==> src/design/tlcb_pkg.sv <==
// ----------------------------------------------------------------------------
// tlcb_pkg: shared types and constants of the line capture buffer
// Operation words passed from the front end to the back end, result words,
// result kinds, register indexes and the special characters.
// ----------------------------------------------------------------------------
package tlcb_pkg;

  localparam logic [7:0] CHAR_CR     = 8'h0d;
  localparam logic [7:0] CHAR_LF     = 8'h0a;
  localparam logic [7:0] CHAR_DOLLAR = 8'h24;
  localparam logic [7:0] CHAR_DOT    = 8'h2e;

  localparam int MATCH_W = 4;

  // The result fields are sized for this buffer, so it does not vary.
  localparam int BUF_BYTES = 512;

  typedef enum logic [1:0] {
    CFG_MARKER_BYTES  = 2'd0,
    CFG_MARKER_LENGTH = 2'd1,
    CFG_START_SIZE    = 2'd2,
    CFG_TRUNCATE_MODE = 2'd3
  } cfg_reg_e;

  typedef enum logic [1:0] {
    KIND_DATA  = 2'd0,
    KIND_WRITE = 2'd1,
    KIND_DOT   = 2'd2,
    KIND_END   = 2'd3
  } kind_e;

  typedef enum logic [1:0] {
    OP_STORE = 2'd0,
    OP_END   = 2'd1,
    OP_ACK   = 2'd2
  } op_kind_e;

  // One classified input word. A store replays the first replay marker
  // characters, stores ch and, for a newline, adds a request or a prompt.
  typedef struct packed {
    op_kind_e             kind;
    logic [7:0]           ch;
    logic [MATCH_W-1:0]   replay;
    logic                 newline;
    logic                 end_flag;
  } op_t;

  typedef struct packed {
    kind_e       kind;
    logic [7:0]  byte_value;
    logic [8:0]  buf_index;
    logic [31:0] write_offset;
    logic [8:0]  write_length;
    logic        write_half;
    logic        truncate_first;
    logic        last;
  } res_t;

endpackage

==> src/design/tlcb_fifo.sv <==
// ----------------------------------------------------------------------------
// tlcb_fifo: small register queue
// Generic first-in first-out queue in flip-flops with full and empty flags.
// ----------------------------------------------------------------------------
module tlcb_fifo #(
  parameter int WIDTH = 8,
  parameter int DEPTH = 2
) (
  input  logic             clk_i,
  input  logic             rst_ni,
  input  logic             push_i,
  input  logic [WIDTH-1:0] data_i,
  output logic             full_o,
  input  logic             pop_i,
  output logic [WIDTH-1:0] data_o,
  output logic             empty_o
);

  localparam int PW = (DEPTH > 1) ? $clog2(DEPTH) : 1;
  localparam int CW = $clog2(DEPTH + 1);

  logic [WIDTH-1:0] mem_q [DEPTH];
  logic [PW-1:0]    wr_ptr_q, wr_ptr_d;
  logic [PW-1:0]    rd_ptr_q, rd_ptr_d;
  logic [CW-1:0]    count_q, count_d;
  logic             push_en, pop_en;

  assign full_o  = (count_q == CW'(DEPTH));
  assign empty_o = (count_q == '0);
  assign push_en = push_i && !full_o;
  assign pop_en  = pop_i && !empty_o;
  assign data_o  = mem_q[rd_ptr_q];

  always_comb begin
    wr_ptr_d = wr_ptr_q;
    rd_ptr_d = rd_ptr_q;
    count_d  = count_q;
    if (push_en) begin
      wr_ptr_d = (wr_ptr_q == PW'(DEPTH - 1)) ? '0 : wr_ptr_q + PW'(1);
    end
    if (pop_en) begin
      rd_ptr_d = (rd_ptr_q == PW'(DEPTH - 1)) ? '0 : rd_ptr_q + PW'(1);
    end
    if (push_en && !pop_en) begin
      count_d = count_q + CW'(1);
    end else if (pop_en && !push_en) begin
      count_d = count_q - CW'(1);
    end
  end

  always_ff @(posedge clk_i or negedge rst_ni) begin
    if (!rst_ni) begin
      wr_ptr_q <= '0;
      rd_ptr_q <= '0;
      count_q  <= '0;
    end else begin
      wr_ptr_q <= wr_ptr_d;
      rd_ptr_q <= rd_ptr_d;
      count_q  <= count_d;
    end
  end

  always_ff @(posedge clk_i) begin
    if (push_en) begin
      mem_q[wr_ptr_q] <= data_i;
    end
  end

endmodule

==> src/design/tlcb_front.sv <==
// ----------------------------------------------------------------------------
// tlcb_front: character classifier
// Tracks the end marker match at each line start and turns every accepted
// input word into one operation word for the back end, or into none.
// ----------------------------------------------------------------------------
module tlcb_front #(
  parameter int MARKER_MAX = 8
) (
  input  logic              clk_i,
  input  logic              rst_ni,
  input  logic              accept_i,
  input  logic              command_i,
  input  logic [7:0]        char_in_i,
  input  logic [63:0]       marker_bytes_i,
  input  logic [3:0]        marker_length_i,
  output logic              op_valid_o,
  output tlcb_pkg::op_t     op_o
);

  import tlcb_pkg::*;

  localparam logic [MATCH_W-1:0] MaxCnt = MATCH_W'(MARKER_MAX);

  logic [MATCH_W-1:0] matched_q, matched_d;
  logic               mismatch_q, mismatch_d;
  logic               end_q, end_d;
  logic [MATCH_W-1:0] eff_len;
  logic [MATCH_W-1:0] matched_inc;
  logic [7:0]         mchar;

  assign mchar       = marker_bytes_i[{matched_q[2:0], 3'b000} +: 8];
  assign matched_inc = matched_q + MATCH_W'(1);

  always_comb begin
    eff_len = marker_length_i;
    if (eff_len == '0) begin
      eff_len = MATCH_W'(1);
    end
    if (eff_len > MaxCnt) begin
      eff_len = MaxCnt;
    end
  end

  always_comb begin
    matched_d       = matched_q;
    mismatch_d      = mismatch_q;
    end_d           = end_q;
    op_valid_o      = 1'b0;
    op_o.kind       = OP_STORE;
    op_o.ch         = char_in_i;
    op_o.replay     = '0;
    op_o.newline    = 1'b0;
    op_o.end_flag   = end_q;
    if (accept_i) begin
      if (command_i) begin
        op_valid_o = 1'b1;
        op_o.kind  = OP_ACK;
      end else if (end_q || char_in_i == CHAR_CR) begin
        op_valid_o = 1'b0;
      end else if (char_in_i == CHAR_LF) begin
        op_valid_o   = 1'b1;
        op_o.replay  = mismatch_q ? '0 : matched_q;
        op_o.newline = 1'b1;
        matched_d    = '0;
        mismatch_d   = 1'b0;
      end else if (mismatch_q) begin
        op_valid_o = 1'b1;
      end else if (matched_q < MaxCnt && char_in_i == mchar) begin
        matched_d = matched_inc;
        if (matched_inc >= eff_len) begin
          end_d      = 1'b1;
          op_valid_o = 1'b1;
          op_o.kind  = OP_END;
        end
      end else begin
        // First mismatch: the held prefix goes into the buffer ahead of it.
        mismatch_d  = 1'b1;
        op_valid_o  = 1'b1;
        op_o.replay = matched_q;
      end
    end
  end

  always_ff @(posedge clk_i or negedge rst_ni) begin
    if (!rst_ni) begin
      matched_q  <= '0;
      mismatch_q <= 1'b0;
      end_q      <= 1'b0;
    end else begin
      matched_q  <= matched_d;
      mismatch_q <= mismatch_d;
      end_q      <= end_d;
    end
  end

endmodule

==> src/design/tlcb_back.sv <==
// ----------------------------------------------------------------------------
// tlcb_back: buffer sequencer
// Carries out operation words one result per cycle unless the result queue
// is full: replays held marker bytes, stores characters, issues chunk write
// requests and prompts, and keeps the ping-pong buffer flags and file offset.
// ----------------------------------------------------------------------------
module tlcb_back (
  input  logic              clk_i,
  input  logic              rst_ni,
  input  logic              op_valid_i,
  input  tlcb_pkg::op_t     op_i,
  output logic              op_pop_o,
  input  logic [63:0]       marker_bytes_i,
  input  logic              load_i,
  input  logic [31:0]       start_size_i,
  input  logic              truncate_mode_i,
  output logic              res_valid_o,
  output tlcb_pkg::res_t    res_o,
  input  logic              res_full_i
);

  import tlcb_pkg::*;

  localparam int FW    = $clog2(BUF_BYTES);
  localparam int CHUNK = BUF_BYTES / 2;

  typedef enum logic [5:0] {
    ST_IDLE   = 6'b000001,
    ST_REPLAY = 6'b000010,
    ST_CHAR   = 6'b000100,
    ST_TAIL   = 6'b001000,
    ST_END    = 6'b010000,
    ST_ACK    = 6'b100000
  } state_e;

  state_e        state_q, state_d;
  op_t           op_q, op_d;
  logic [2:0]    idx_q, idx_d;
  logic [FW-1:0] fill_q, fill_d;
  logic          lower_q, lower_d;
  logic          upper_q, upper_d;
  logic [31:0]   base_q, base_d;
  logic          pend_q, pend_d;
  logic          wr_out_q, wr_out_d;

  logic          store_en;
  logic [7:0]    store_ch;
  logic          req_en;
  logic          req_half;
  logic [8:0]    req_len;
  logic [FW:0]   fill_inc;
  logic [FW-2:0] part;
  logic [7:0]    mchar;

  assign mchar    = marker_bytes_i[{idx_q, 3'b000} +: 8];
  assign fill_inc = {1'b0, fill_q} + (FW+1)'(1);
  assign part     = fill_q[FW-2:0];

  always_comb begin
    state_d     = state_q;
    op_d        = op_q;
    idx_d       = idx_q;
    fill_d      = fill_q;
    lower_d     = lower_q;
    upper_d     = upper_q;
    base_d      = base_q;
    pend_d      = pend_q;
    wr_out_d    = wr_out_q;
    op_pop_o    = 1'b0;
    res_valid_o = 1'b0;
    res_o       = '0;
    store_en    = 1'b0;
    store_ch    = op_q.ch;
    req_en      = 1'b0;
    req_half    = 1'b0;
    req_len     = 9'(CHUNK);

    case (state_q)
      ST_IDLE: begin
        if (op_valid_i) begin
          op_pop_o = 1'b1;
          op_d     = op_i;
          idx_d    = '0;
          case (op_i.kind)
            OP_STORE: state_d = (op_i.replay != '0) ? ST_REPLAY : ST_CHAR;
            OP_END:   state_d = ST_END;
            OP_ACK:   state_d = wr_out_q ? ST_ACK : ST_IDLE;
            default:  state_d = ST_IDLE;
          endcase
        end
      end
      ST_REPLAY: begin
        if (!res_full_i) begin
          store_en = 1'b1;
          store_ch = mchar;
          idx_d    = idx_q + 3'd1;
          if ({1'b0, idx_q} + MATCH_W'(1) == op_q.replay) begin
            state_d = ST_CHAR;
          end
        end
      end
      ST_CHAR: begin
        if (!res_full_i) begin
          store_en   = 1'b1;
          res_o.last = !op_q.newline;
          state_d    = op_q.newline ? ST_TAIL : ST_IDLE;
        end
      end
      ST_TAIL: begin
        if (!res_full_i) begin
          if (lower_q) begin
            req_en = 1'b1;
          end else if (upper_q) begin
            req_en   = 1'b1;
            req_half = 1'b1;
          end else begin
            res_valid_o      = 1'b1;
            res_o.kind       = KIND_DOT;
            res_o.byte_value = CHAR_DOT;
          end
          res_o.last = 1'b1;
          state_d    = ST_IDLE;
        end
      end
      ST_END: begin
        if (!res_full_i) begin
          // A partial chunk is flushed; an empty one gets the end prompt.
          if (part != '0) begin
            req_en   = 1'b1;
            req_half = fill_q[FW-1];
            req_len  = 9'(part);
          end else begin
            res_valid_o      = 1'b1;
            res_o.kind       = KIND_END;
            res_o.byte_value = CHAR_DOLLAR;
          end
          res_o.last = 1'b1;
          state_d    = ST_IDLE;
        end
      end
      ST_ACK: begin
        if (!res_full_i) begin
          if (lower_q) begin
            lower_d = 1'b0;
          end else if (upper_q) begin
            upper_d = 1'b0;
            base_d  = base_q + 32'(BUF_BYTES);
          end
          wr_out_d         = 1'b0;
          res_valid_o      = 1'b1;
          res_o.kind       = op_q.end_flag ? KIND_END : KIND_DOT;
          res_o.byte_value = op_q.end_flag ? CHAR_DOLLAR : CHAR_DOT;
          res_o.last       = 1'b1;
          state_d          = ST_IDLE;
        end
      end
      default: begin
        state_d = ST_IDLE;
      end
    endcase

    if (store_en) begin
      res_valid_o      = 1'b1;
      res_o.kind       = KIND_DATA;
      res_o.byte_value = store_ch;
      res_o.buf_index  = 9'(fill_q);
      if (fill_inc == (FW+1)'(CHUNK)) begin
        lower_d = 1'b1;
        fill_d  = fill_inc[FW-1:0];
      end else if (fill_inc >= (FW+1)'(BUF_BYTES)) begin
        upper_d = 1'b1;
        fill_d  = '0;
      end else begin
        fill_d = fill_inc[FW-1:0];
      end
    end

    if (req_en) begin
      res_valid_o          = 1'b1;
      res_o.kind           = KIND_WRITE;
      res_o.write_offset   = base_q + (req_half ? 32'(CHUNK) : 32'd0);
      res_o.write_length   = req_len;
      res_o.write_half     = req_half;
      res_o.truncate_first = pend_q;
      pend_d               = 1'b0;
      wr_out_d             = 1'b1;
    end

    // A new job reloads the fill position, the file base and the truncate flag.
    if (load_i) begin
      if (truncate_mode_i) begin
        fill_d = '0;
        base_d = '0;
      end else begin
        fill_d = start_size_i[FW-1:0];
        base_d = start_size_i & ~32'(BUF_BYTES - 1);
      end
      pend_d = truncate_mode_i;
    end
  end

  always_ff @(posedge clk_i or negedge rst_ni) begin
    if (!rst_ni) begin
      state_q  <= ST_IDLE;
      idx_q    <= '0;
      fill_q   <= '0;
      lower_q  <= 1'b0;
      upper_q  <= 1'b0;
      base_q   <= '0;
      pend_q   <= 1'b0;
      wr_out_q <= 1'b0;
    end else begin
      state_q  <= state_d;
      idx_q    <= idx_d;
      fill_q   <= fill_d;
      lower_q  <= lower_d;
      upper_q  <= upper_d;
      base_q   <= base_d;
      pend_q   <= pend_d;
      wr_out_q <= wr_out_d;
    end
  end

  always_ff @(posedge clk_i) begin
    op_q <= op_d;
  end

  a_replay_in_range: assert property (@(posedge clk_i) disable iff (!rst_ni)
    state_q == ST_REPLAY |-> ({1'b0, idx_q} < op_q.replay))
    else $error("replay index ran past the held byte count");

  a_write_is_last: assert property (@(posedge clk_i) disable iff (!rst_ni)
    res_valid_o && res_o.kind == KIND_WRITE |-> res_o.last)
    else $error("write request was not the final word of its operation");

  a_write_sets_outstanding: assert property (@(posedge clk_i) disable iff (!rst_ni)
    res_valid_o && res_o.kind == KIND_WRITE |=> wr_out_q && !pend_q)
    else $error("write request did not mark a write outstanding");

  a_ack_only_outstanding: assert property (@(posedge clk_i) disable iff (!rst_ni)
    state_q == ST_ACK |-> wr_out_q)
    else $error("acknowledge handled with no write outstanding");

endmodule

==> src/design/terminated_line_capture_buffer_unit.sv <==
// ----------------------------------------------------------------------------
// terminated_line_capture_buffer_unit: line capture with end marker
// Captures serial text lines into a ping-pong buffer and requests chunk
// writes until an end marker line is seen.
// ----------------------------------------------------------------------------
// An input word's operation, if it has one, goes into a two-entry operation
// queue in the cycle it is pushed, so push is stalled only when that queue is
// full. The back-end sequencer then takes the operation and produces its
// result words, stalling while the result queue is full: none for a dropped
// acknowledge, one for a plain character, prompt or end operation, and for a
// newline up to seven replayed marker bytes, the character and a request or
// a prompt. Results pass through a two-entry result queue, so the sequencer
// keeps going while earlier words wait to be popped. The buffer holds 512
// bytes in two halves. Configuration writes are always ready; a write of the
// start size or the truncate mode reloads the fill position via load_q.
// ----------------------------------------------------------------------------
module terminated_line_capture_buffer_unit #(
  parameter int MARKER_MAX = 8
) (
  input  logic        clk_i,
  input  logic        rst_ni,
  input  logic        push,
  output logic        full,
  input  logic        command_i,
  input  logic [7:0]  char_in_i,
  output logic        empty,
  input  logic        pop,
  output logic [1:0]  kind_o,
  output logic [7:0]  byte_value_o,
  output logic [8:0]  buf_index_o,
  output logic [31:0] write_offset_o,
  output logic [8:0]  write_length_o,
  output logic        write_half_o,
  output logic        truncate_first_o,
  output logic        last_o,
  input  logic        cfg_valid_i,
  output logic        cfg_ready_o,
  input  logic [1:0]  cfg_index_i,
  input  logic [63:0] cfg_data_i
);

  import tlcb_pkg::*;

  logic [63:0] marker_q;
  logic [3:0]  length_q;
  logic [31:0] start_q;
  logic        trunc_q;
  logic        load_q, load_d;

  logic        in_accept;
  logic        cfg_write;
  logic        front_valid;
  op_t         front_op;
  logic        op_empty;
  logic        op_pop;
  op_t         op_head;
  logic        res_valid;
  logic        res_full;
  res_t        res_in;
  res_t        res_out;

  assign cfg_ready_o = 1'b1;
  assign cfg_write   = cfg_valid_i && cfg_ready_o;
  assign in_accept   = push && !full;

  always_comb begin
    load_d = 1'b0;
    if (cfg_write) begin
      case (cfg_reg_e'(cfg_index_i))
        CFG_START_SIZE:    load_d = 1'b1;
        CFG_TRUNCATE_MODE: load_d = 1'b1;
        default:           load_d = 1'b0;
      endcase
    end
  end

  always_ff @(posedge clk_i or negedge rst_ni) begin
    if (!rst_ni) begin
      marker_q <= '0;
      length_q <= 4'd1;
      start_q  <= '0;
      trunc_q  <= 1'b0;
      load_q   <= 1'b0;
    end else begin
      load_q <= load_d;
      if (cfg_write) begin
        case (cfg_reg_e'(cfg_index_i))
          CFG_MARKER_BYTES:  marker_q <= cfg_data_i;
          CFG_MARKER_LENGTH: length_q <= cfg_data_i[3:0];
          CFG_START_SIZE:    start_q  <= cfg_data_i[31:0];
          CFG_TRUNCATE_MODE: trunc_q  <= cfg_data_i[0];
          default:           marker_q <= marker_q;
        endcase
      end
    end
  end

  tlcb_front #(
    .MARKER_MAX (MARKER_MAX)
  ) u_front (
    .clk_i           (clk_i),
    .rst_ni          (rst_ni),
    .accept_i        (in_accept),
    .command_i       (command_i),
    .char_in_i       (char_in_i),
    .marker_bytes_i  (marker_q),
    .marker_length_i (length_q),
    .op_valid_o      (front_valid),
    .op_o            (front_op)
  );

  tlcb_fifo #(
    .WIDTH ($bits(op_t)),
    .DEPTH (2)
  ) u_op_queue (
    .clk_i   (clk_i),
    .rst_ni  (rst_ni),
    .push_i  (front_valid),
    .data_i  (front_op),
    .full_o  (full),
    .pop_i   (op_pop),
    .data_o  (op_head),
    .empty_o (op_empty)
  );

  tlcb_back u_back (
    .clk_i           (clk_i),
    .rst_ni          (rst_ni),
    .op_valid_i      (!op_empty),
    .op_i            (op_head),
    .op_pop_o        (op_pop),
    .marker_bytes_i  (marker_q),
    .load_i          (load_q),
    .start_size_i    (start_q),
    .truncate_mode_i (trunc_q),
    .res_valid_o     (res_valid),
    .res_o           (res_in),
    .res_full_i      (res_full)
  );

  tlcb_fifo #(
    .WIDTH ($bits(res_t)),
    .DEPTH (2)
  ) u_res_queue (
    .clk_i   (clk_i),
    .rst_ni  (rst_ni),
    .push_i  (res_valid),
    .data_i  (res_in),
    .full_o  (res_full),
    .pop_i   (pop),
    .data_o  (res_out),
    .empty_o (empty)
  );

  assign kind_o           = res_out.kind;
  assign byte_value_o     = res_out.byte_value;
  assign buf_index_o      = res_out.buf_index;
  assign write_offset_o   = res_out.write_offset;
  assign write_length_o   = res_out.write_length;
  assign write_half_o     = res_out.write_half;
  assign truncate_first_o = res_out.truncate_first;
  assign last_o           = res_out.last;

endmodule
==> config.mk <==
export PLATFORM = sky130hd
export DESIGN_NAME = terminated_line_capture_buffer_unit
export DESIGN_NICKNAME = d
export VERILOG_FILES = /design/src/design/tlcb_pkg.sv /design/src/design/tlcb_fifo.sv /design/src/design/tlcb_front.sv /design/src/design/tlcb_back.sv /design/src/design/terminated_line_capture_buffer_unit.sv
export SDC_FILE = /design/constraint.sdc
export NUM_CORES = 1
export LEC_CHECK = 0
export CORE_MARGIN = 3
export CORE_UTILIZATION = 35
export DETAILED_ROUTE_END_ITERATION = 16
export DONT_BUFFER_PORTS = 1
export PLACE_DENSITY_LB_ADDON = 0.15
export RECOVER_POWER = 100
export SLEW_MARGIN = 25
export SYNTH_ARGS = -nofsm -noshare
export SYNTH_HDL_FRONTEND = slang
export SYNTH_SLANG_ARGS = --single-unit
==> constraint.sdc <==
create_clock -name clk_i -period 5.2 [get_ports clk_i]
set_input_delay 0.78 -clock clk_i [delete_from_list [all_inputs] [get_ports clk_i]]
set_output_delay 0.78 -clock clk_i [all_outputs]
set_load 0.005 [all_outputs]
==> impl_metrics.yaml, run 1 <==
yosys:
  ys_types: 65
  synth_flop_cell: "dfrtp_1"
  synth_edf_count: 156
  synthesis.area_um2: 14500
  synth-seq-cells: 317
  yosys_warnings: 0
  synth-adder-area-share_pct: 0.947
  synth_compound_area_share_pct: 5.40
  yosys.area_share.simple_pct: 9.28
  ys_top_cells_by_area: "edfxtp_1 (32%), dfrtp_1 (27%), mux2_2 (14%), mux4_2 (3.9%), nand2_1 (1.8%)"
  synthCells: 1065
  synth.avg_cell_area_um2: 13.6
  yosys.area.top_type: "edfxtp_1"
  netlist.area_leader.share_pct: 32.2
  ys_seq_area_share_pct: 60.0
  synth_xor_area_share_pct: 2.29
  synth_top_family_by_area: "multiplexers"
  synthArstFlopShare_pct: 50.8
  synthMuxAreaShare_pct: 19.6
routing:
  antenna_left: 0
  wl_mm: 35.1
  drc: 0
  dr.first_iter.drc_count: 493
  avgViaCountPerCell: 5.12
  drt-pass1-iter-count: 5
  vias: 8322
  wl_per_cell_um: 21.6
worst_setup_path:
  r2r_start: "u_front.matched_q[0]"
  crit_chain: "clkbuf_1 > mux4_2 > mux2i_1 > a21oi_1 > o211ai_1 > nor3b_4 > a22o_2 > inv_1 > and2_0"
  crit_family: "simple AND/OR/NAND/NOR gates"
  critPathBufInv: 2
  r2r_slack_ns: 1.04
  worstSetupPathType: "flip-flop to flip-flop"
  startpoint_type: "flip-flop"
  worstPathMaxFanout: 16
  slowest_stage: "and2_0"
  required_ns: 5.35
  r2r_cells: 9
  rr_endpoint: "u_op_queue.mem_q[1][8]"
  endpoint_kind: "flip-flop"
  slowest_delay_ns: 0.85
  arrival_ns: 4.31
floorplan:
  start_util_pct: 35.5
  fp-row-count: 74
  core-area_um2: 40900
  design.die.area_um2: 44000
  die_h_um: 210
  die_width_um: 210
  ios: 146
clock_tree:
  clk_pin_slew_ns: 0.06
  cts_buffers: 38
  cts_resized: 0
  cts_root_buffer: "clkbuf_16"
  clk_latency_ns: 0.55
  clock_sinks: 317
  clock_path_buffers: 3
  cts_tree: "built"
  post-cts-setup-buffers: 0
  htreeDepth: 2
sta:
  rsz0062_at_grt: "no"
  hold_violations: 0
  finalCritPeriodShare_pct: 79.9
  tns_ns: 0
  setup_ws_ns: 1.04
  period_minus_slack_ns: 4.16
  whs_ns: 0.0714
  worst_pin_slew_ns: 3.62
  finalMaxSlewViolations: 133
  fmax_mhz: 241
  clock_skew_ns: 0.0213
  relSlewSlack_pct: -141
  setup_viol: 0
status:
  status: "complete, but fails checks"
  violations: "capacitance limit, slew limit"
grt:
  grt-ovfl-total: 0
  grt_pass1_vias: 8556
  grt_use_total_pct: 16.0
  antenna_found_initial: 2
  grt_pass1_wl_mm: 54.1
  grt_max_degree: 160
pwr:
  p_per_area_nw_per_um2: 475
  p_comb_share_pct: 19.3
  p_seq_share_pct: 46.1
  p_sw_uw: 2260
  p_int_uw: 5470
  power_switching_share_pct: 29.2
  peakVddDrop_uv: 223
  leakagePower_uw: 0.00598
  clockPowerShare_pct: 34.6
layout:
  post-route-util_pct: 39.8
  stdcell_area_um2: 16300
  drive_gt1_share_pct: 20.2
  final_common_cell: "dfrtp_1"
  syn_to_final_growth_pct: 12.0
  fin_nets: 1152
  final_cell_mix: "dfrtp_1 (159), edfxtp_1 (156), mux2_2 (119)"
worst_hold_path:
  hold_class: "input pin to async pin"
placed_design:
  io_buffer_count: 0
  dp_hpwl_mm: 24.9
  dpl-instance-area_um2: 15000
  dp_slack_ns: 1.64
  place_congestion: 0.772
run:
  max_cap_violations: 3
## state kept, by name, summed over array words and instances (netlist names), 2 cells and up
signal               cells
u_front.matched_q        4
u_back.state_q           6
u_back.op_q             14
u_back.fill_q            9
u_back.idx_q             3
u_op_queue.count_q       2
u_res_queue.count_q      2
start_q                 32
u_op_queue.mem_q        32
u_back.base_q           23
u_res_queue.mem_q      110
length_q                 4
marker_q                64
## worst max path at each step
| stage | end | cells past startpoint | slack (ns) | startpoint |
|---|---|---|---|---|
| after floorplan | u_res_queue.mem_q[0][0] | 8 | 0.53 | u_back.state_q[1] |
| final | u_op_queue.mem_q[1][8] | 9 | 1.04 | u_front.matched_q[0] |
| after global placement | u_op_queue.mem_q[1][12] | 9 | 1.67 | u_front.matched_q[0] |
| after global routing | u_op_queue.mem_q[1][14] | 9 | 0.72 | u_front.matched_q[0] |
| after detailed placement | u_op_queue.mem_q[1][12] | 9 | 1.64 | u_front.matched_q[0] |
| after CTS | u_op_queue.mem_q[1][8] | 9 | 1.62 | u_front.matched_q[0] |
## power groups by stage
stage	clock network [uW]	logic [uW]	registers [uW]
after floorplan	0	1320	3380
after global placement	0	1550	3610
after detailed placement	0	1550	3620
after CTS	2760	1590	3570
after global routing	2850	1670	3630
final	2670	1490	3560
## final cells by class
| class | instances | area [um^2] |
|---|---|---|
| fill | 3856 | 24700 |
| sequential | 317 | 8720 |
| multi-input combinational | 674 | 5450 |
| clock buffer | 51 | 1050 |
| tap | 532 | 666 |
| clock inverter | 18 | 220 |
| timing repair buffer | 12 | 95.1 |
| inverter | 18 | 67.6 |
| antenna | 2 | 5.00 |
## worst register-to-register path, delay by kind of cell, from the launching register on
family	cells	cell delay, ns
simple gates	2	0.97
mux	2	0.80
compound gates	3	0.50
buf+inv	2	0.76
flops	1	0.74
## per-stage QoR
| step | total power (uW) | std cells |
|---|---|---|
| after global routing | 8150 | 1624 |
| after CTS | 7920 | 1622 |
| final | 7720 | 1624 |
| after global placement | 5160 | 1552 |
| after floorplan | 4700 | 1066 |
| after detailed placement | 5170 | 1552 |
## cells in the mapped netlist, types with 11 or more instances
master,n
dfrtp_1,159
mux2i_1,25
ha_1,11
nand2_1,70
a21oi_1,36
and2_1,23
edfxtp_1,156
clkbuf_1,31
xor2_1,24
mux4_2,25
mux2_2,177
nor2b_1,30
xnor2_1,14
nor2_1,56
nand3_1,22
nor3_1,13
o21ai_0,45
inv_1,16
and3_1,13
## layer usage
metal	track usage [%]	vias up	routed length, um
met2	24.4	191	16000
met5	0	-	0
met4	5.36	0	763
met1	22.4	4188	16200
li1	-	3902	-
met3	4.08	41	2130
## logic make-up after synthesis
kind of cell | Yosys count
mux | 229
xor+xnor | 38
flops | 317
other cells | 2
buf+inv | 75
compound gates | 128
fa+ha+maj | 11
simple gates | 265
## what timing repair did
item                       CTS  global route
hold buffers                 1             0
setup endpoints to repair    0             0
hold endpoints to repair   159             0
No activity file was read; power rests on OpenSTA's default activity.
==> run 2: changes to the inputs <==
--- a/config.mk
+++ b/config.mk
@@ -5,6 +5,7 @@
 export SDC_FILE = /design/constraint.sdc
 export NUM_CORES = 1
 export LEC_CHECK = 0
+export ABC_AREA = 1
 export CORE_MARGIN = 3
 export CORE_UTILIZATION = 35
 export DETAILED_ROUTE_END_ITERATION = 16
==> constraint.sdc (replaced) <==
create_clock -name clk_i -period 3.36 [get_ports clk_i]
set_input_delay 0.504 -clock clk_i [delete_from_list [all_inputs] [get_ports clk_i]]
set_output_delay 0.504 -clock clk_i [all_outputs]
set_load 0.005 [all_outputs]
==> impl_metrics.yaml, run 2 <==
yosys:
  synthArstFlopShare_pct: 50.8
  synth.avg_cell_area_um2: 8.91
  synthCells: 1693
  yosys.area.top_type: "edfxtp_1"
  netlist.area_leader.share_pct: 31.0
  ys_types: 53
  synth_flop_cell: "dfrtp_1"
  ys_seq_area_share_pct: 57.8
  yosys_warnings: 0
  synth_common_cells: "nand2_1 (481), inv_1 (188), dfrtp_1 (159), edfxtp_1 (156), o21ai_0 (145)"
  synth_edf_count: 156
  ys_top_cells_by_area: "edfxtp_1 (31%), dfrtp_1 (26%), nand2_1 (12%), o21ai_0 (4.8%), inv_1 (4.7%)"
  synth-seq-cells: 317
  yosysMostFrequentCell: "nand2_1"
  synthesis.area_um2: 15100
clock_tree:
  post-cts-setup-buffers: 0
  cts_resized: 0
  clock_sinks: 317
  cts_root_buffer: "clkbuf_16"
  clk_latency_ns: 0.56
  cts_tree: "built"
  htreeDepth: 2
  cts_buffers: 36
  clk_pin_slew_ns: 0.06
  clock_path_buffers: 3
layout:
  largest-register: "u_res_queue.mem_q"
  layoutNonFillerInstCount: 2237
  diodes: 0
  drive_gt1_share_pct: 6.36
  fin_nets: 1761
  post-route-util_pct: 39.5
  final_common_cell: "nand2_1"
  fillers: 4310
  syn_to_final_growth_pct: 10.4
  largest_register_ff_count: 110
  final_cell_mix: "nand2_1 (483), inv_1 (190), dfrtp_1 (158)"
  largestRegisters: "u_res_queue.mem_q x110, marker_q x64"
worst_setup_path:
  slowest_delay_ns: 0.40
  startpoint: "u_back.state_q[2]"
  required_ns: 3.59
  crit_chain: "nor2_1 > inv_2 > nor3_4 > nand3_1 > nor2_1 > inv_1 > or2_0 > o21ai_0 > clkinv_1 > nand3_1 > inv_1 > nor2_4 > buf_12"
  worstSetupPathType: "flip-flop to flip-flop"
  arrival_ns: 3.20
  crit_path_end: "u_res_queue.mem_q[1][49]"
  r2r_cells: 13
  rr_endpoint: "u_res_queue.mem_q[1][49]"
  worstPathMaxFanout: 46
  r2r_start: "u_back.state_q[2]"
  slowest_stage: "dfrtp_1"
  startpoint_type: "flip-flop"
  r2r_slack_ns: 0.38
  endpoint_kind: "flip-flop"
routing:
  antenna_left: 0
  vias: 10882
  drt-pass1-iter-count: 5
  avgViaCountPerCell: 4.86
  wl_mm: 39.3
  drc: 0
  dr.first_iter.drc_count: 720
  wl_per_cell_um: 17.6
sta:
  setup_ws_ns: 0.383
  worst_pin_slew_ns: 1.80
  whs_ns: -0.341
  rsz0062_at_grt: "no"
  period_minus_slack_ns: 2.98
  finalMaxSlewViolations: 65
  fmax_mhz: 336
  hold_violations: 161
  finalCritPeriodShare_pct: 88.6
  clock_skew_ns: 0.0223
  relSlewSlack_pct: -20.0
  setup_viol: 0
placed_design:
  place_congestion: 0.873
  dp_slack_ns: 0.480
  dp.cells: 2171
  dp_hpwl_mm: 27.7
  io_buffer_count: 0
status:
  status: "complete, but fails checks"
  violations: "hold timing, capacitance limit, slew limit"
floorplan:
  start_util_pct: 35.7
  ios: 146
  design.die.area_um2: 45600
  die_width_um: 214
  die_h_um: 214
  fp-row-count: 75
  core-area_um2: 42200
run:
  max_cap_violations: 1
grt:
  grt_use_total_pct: 17.4
  grt_pass1_wl_mm: 61.5
  antenna_found_initial: 0
  grt_max_degree: 162
  grt-ovfl-total: 0
  grt_pass1_vias: 10581
pwr:
  leakagePower_uw: 0.00742
  power_switching_share_pct: 33.3
  clockPowerShare_pct: 33.0
  p_sw_uw: 4070
  p_seq_share_pct: 43.6
  p_int_uw: 8130
  peakVddDrop_uv: 338
  p_per_area_nw_per_um2: 732
  p_comb_share_pct: 23.5
  report.power.total_uw: 12200
worst_hold_path:
  hold_class: "input pin to async pin"
-- run 2: worst min path at each step --
stage	to
after CTS	u_back.base_q[9]
after floorplan	length_q[1]
final	u_op_queue.rd_ptr_q
after global routing	u_op_queue.rd_ptr_q
after global placement	u_op_queue.rd_ptr_q
after detailed placement	u_op_queue.rd_ptr_q
-- run 2: cells by family (layout without fill, tap and decap cells) --
group                      after synthesis  count (layout)  share of synthesized area [%]
AOI/OAI and AO/OA                      291             291                           10.4
adders and majority gates               11              11                          0.912
other                                    2               3                         0.0498
xor gates and xnor gates                27              27                           1.57
muxes                                    4               4                          0.298
and+or+nand+nor                        759             759                           21.3
buffers and inverters                  282             286                           7.75
DFF                                    317             317                           57.8
-- run 2: metal layers --
metal	part of all wire [%]	GRT usage, %	vias to the layer above
met5	0	0	-
met4	2.4	5.08	0
met3	5.7	4.40	55
met2	46	27.7	255
met1	46	23.7	5087
li1	-	-	5485
-- run 2: layout make-up --
class | count | area (um^2) | area share (%)
clock buffers | 53 | 1040 | 6.22
clock inverters | 13 | 174 | 1.04
inverters | 200 | 753 | 4.52
multi-input cells | 1095 | 5160 | 31.0
flip-flops and latches | 317 | 8720 | 52.3
well taps | 539 | 674 | 4.05
repair buffers | 20 | 154 | 0.923
-- run 2: worst max-delay path: cells and delay by family, from the launching register on --
kind | cells | cell delay, ns
flip-flops | 1 | 0.40
buffers and inverters | 5 | 0.76
AND/OR/NAND/NOR | 7 | 1.35
AO/OA/AOI/OAI | 1 | 0.11
-- run 2: power groups by stage --
stage,clock [uW],sequential [uW],combinational (uW)
2_1_floorplan,0,5250,2240
3_3_place_gp,0,5380,2940
3_5_place_dp,0,5380,2980
4_1_cts,4160,5310,2990
5_1_grt,4320,5400,3310
6_report,4020,5320,2860
-- run 2: per-stage QoR --
stage	cell area, um^2	TNS (ns)
2_1_floorplan	15100	-0.00690
3_3_place_gp	15600	0
3_5_place_dp	15600	0
4_1_cts	16800	0
5_1_grt	16700	0
6_report	16700	0
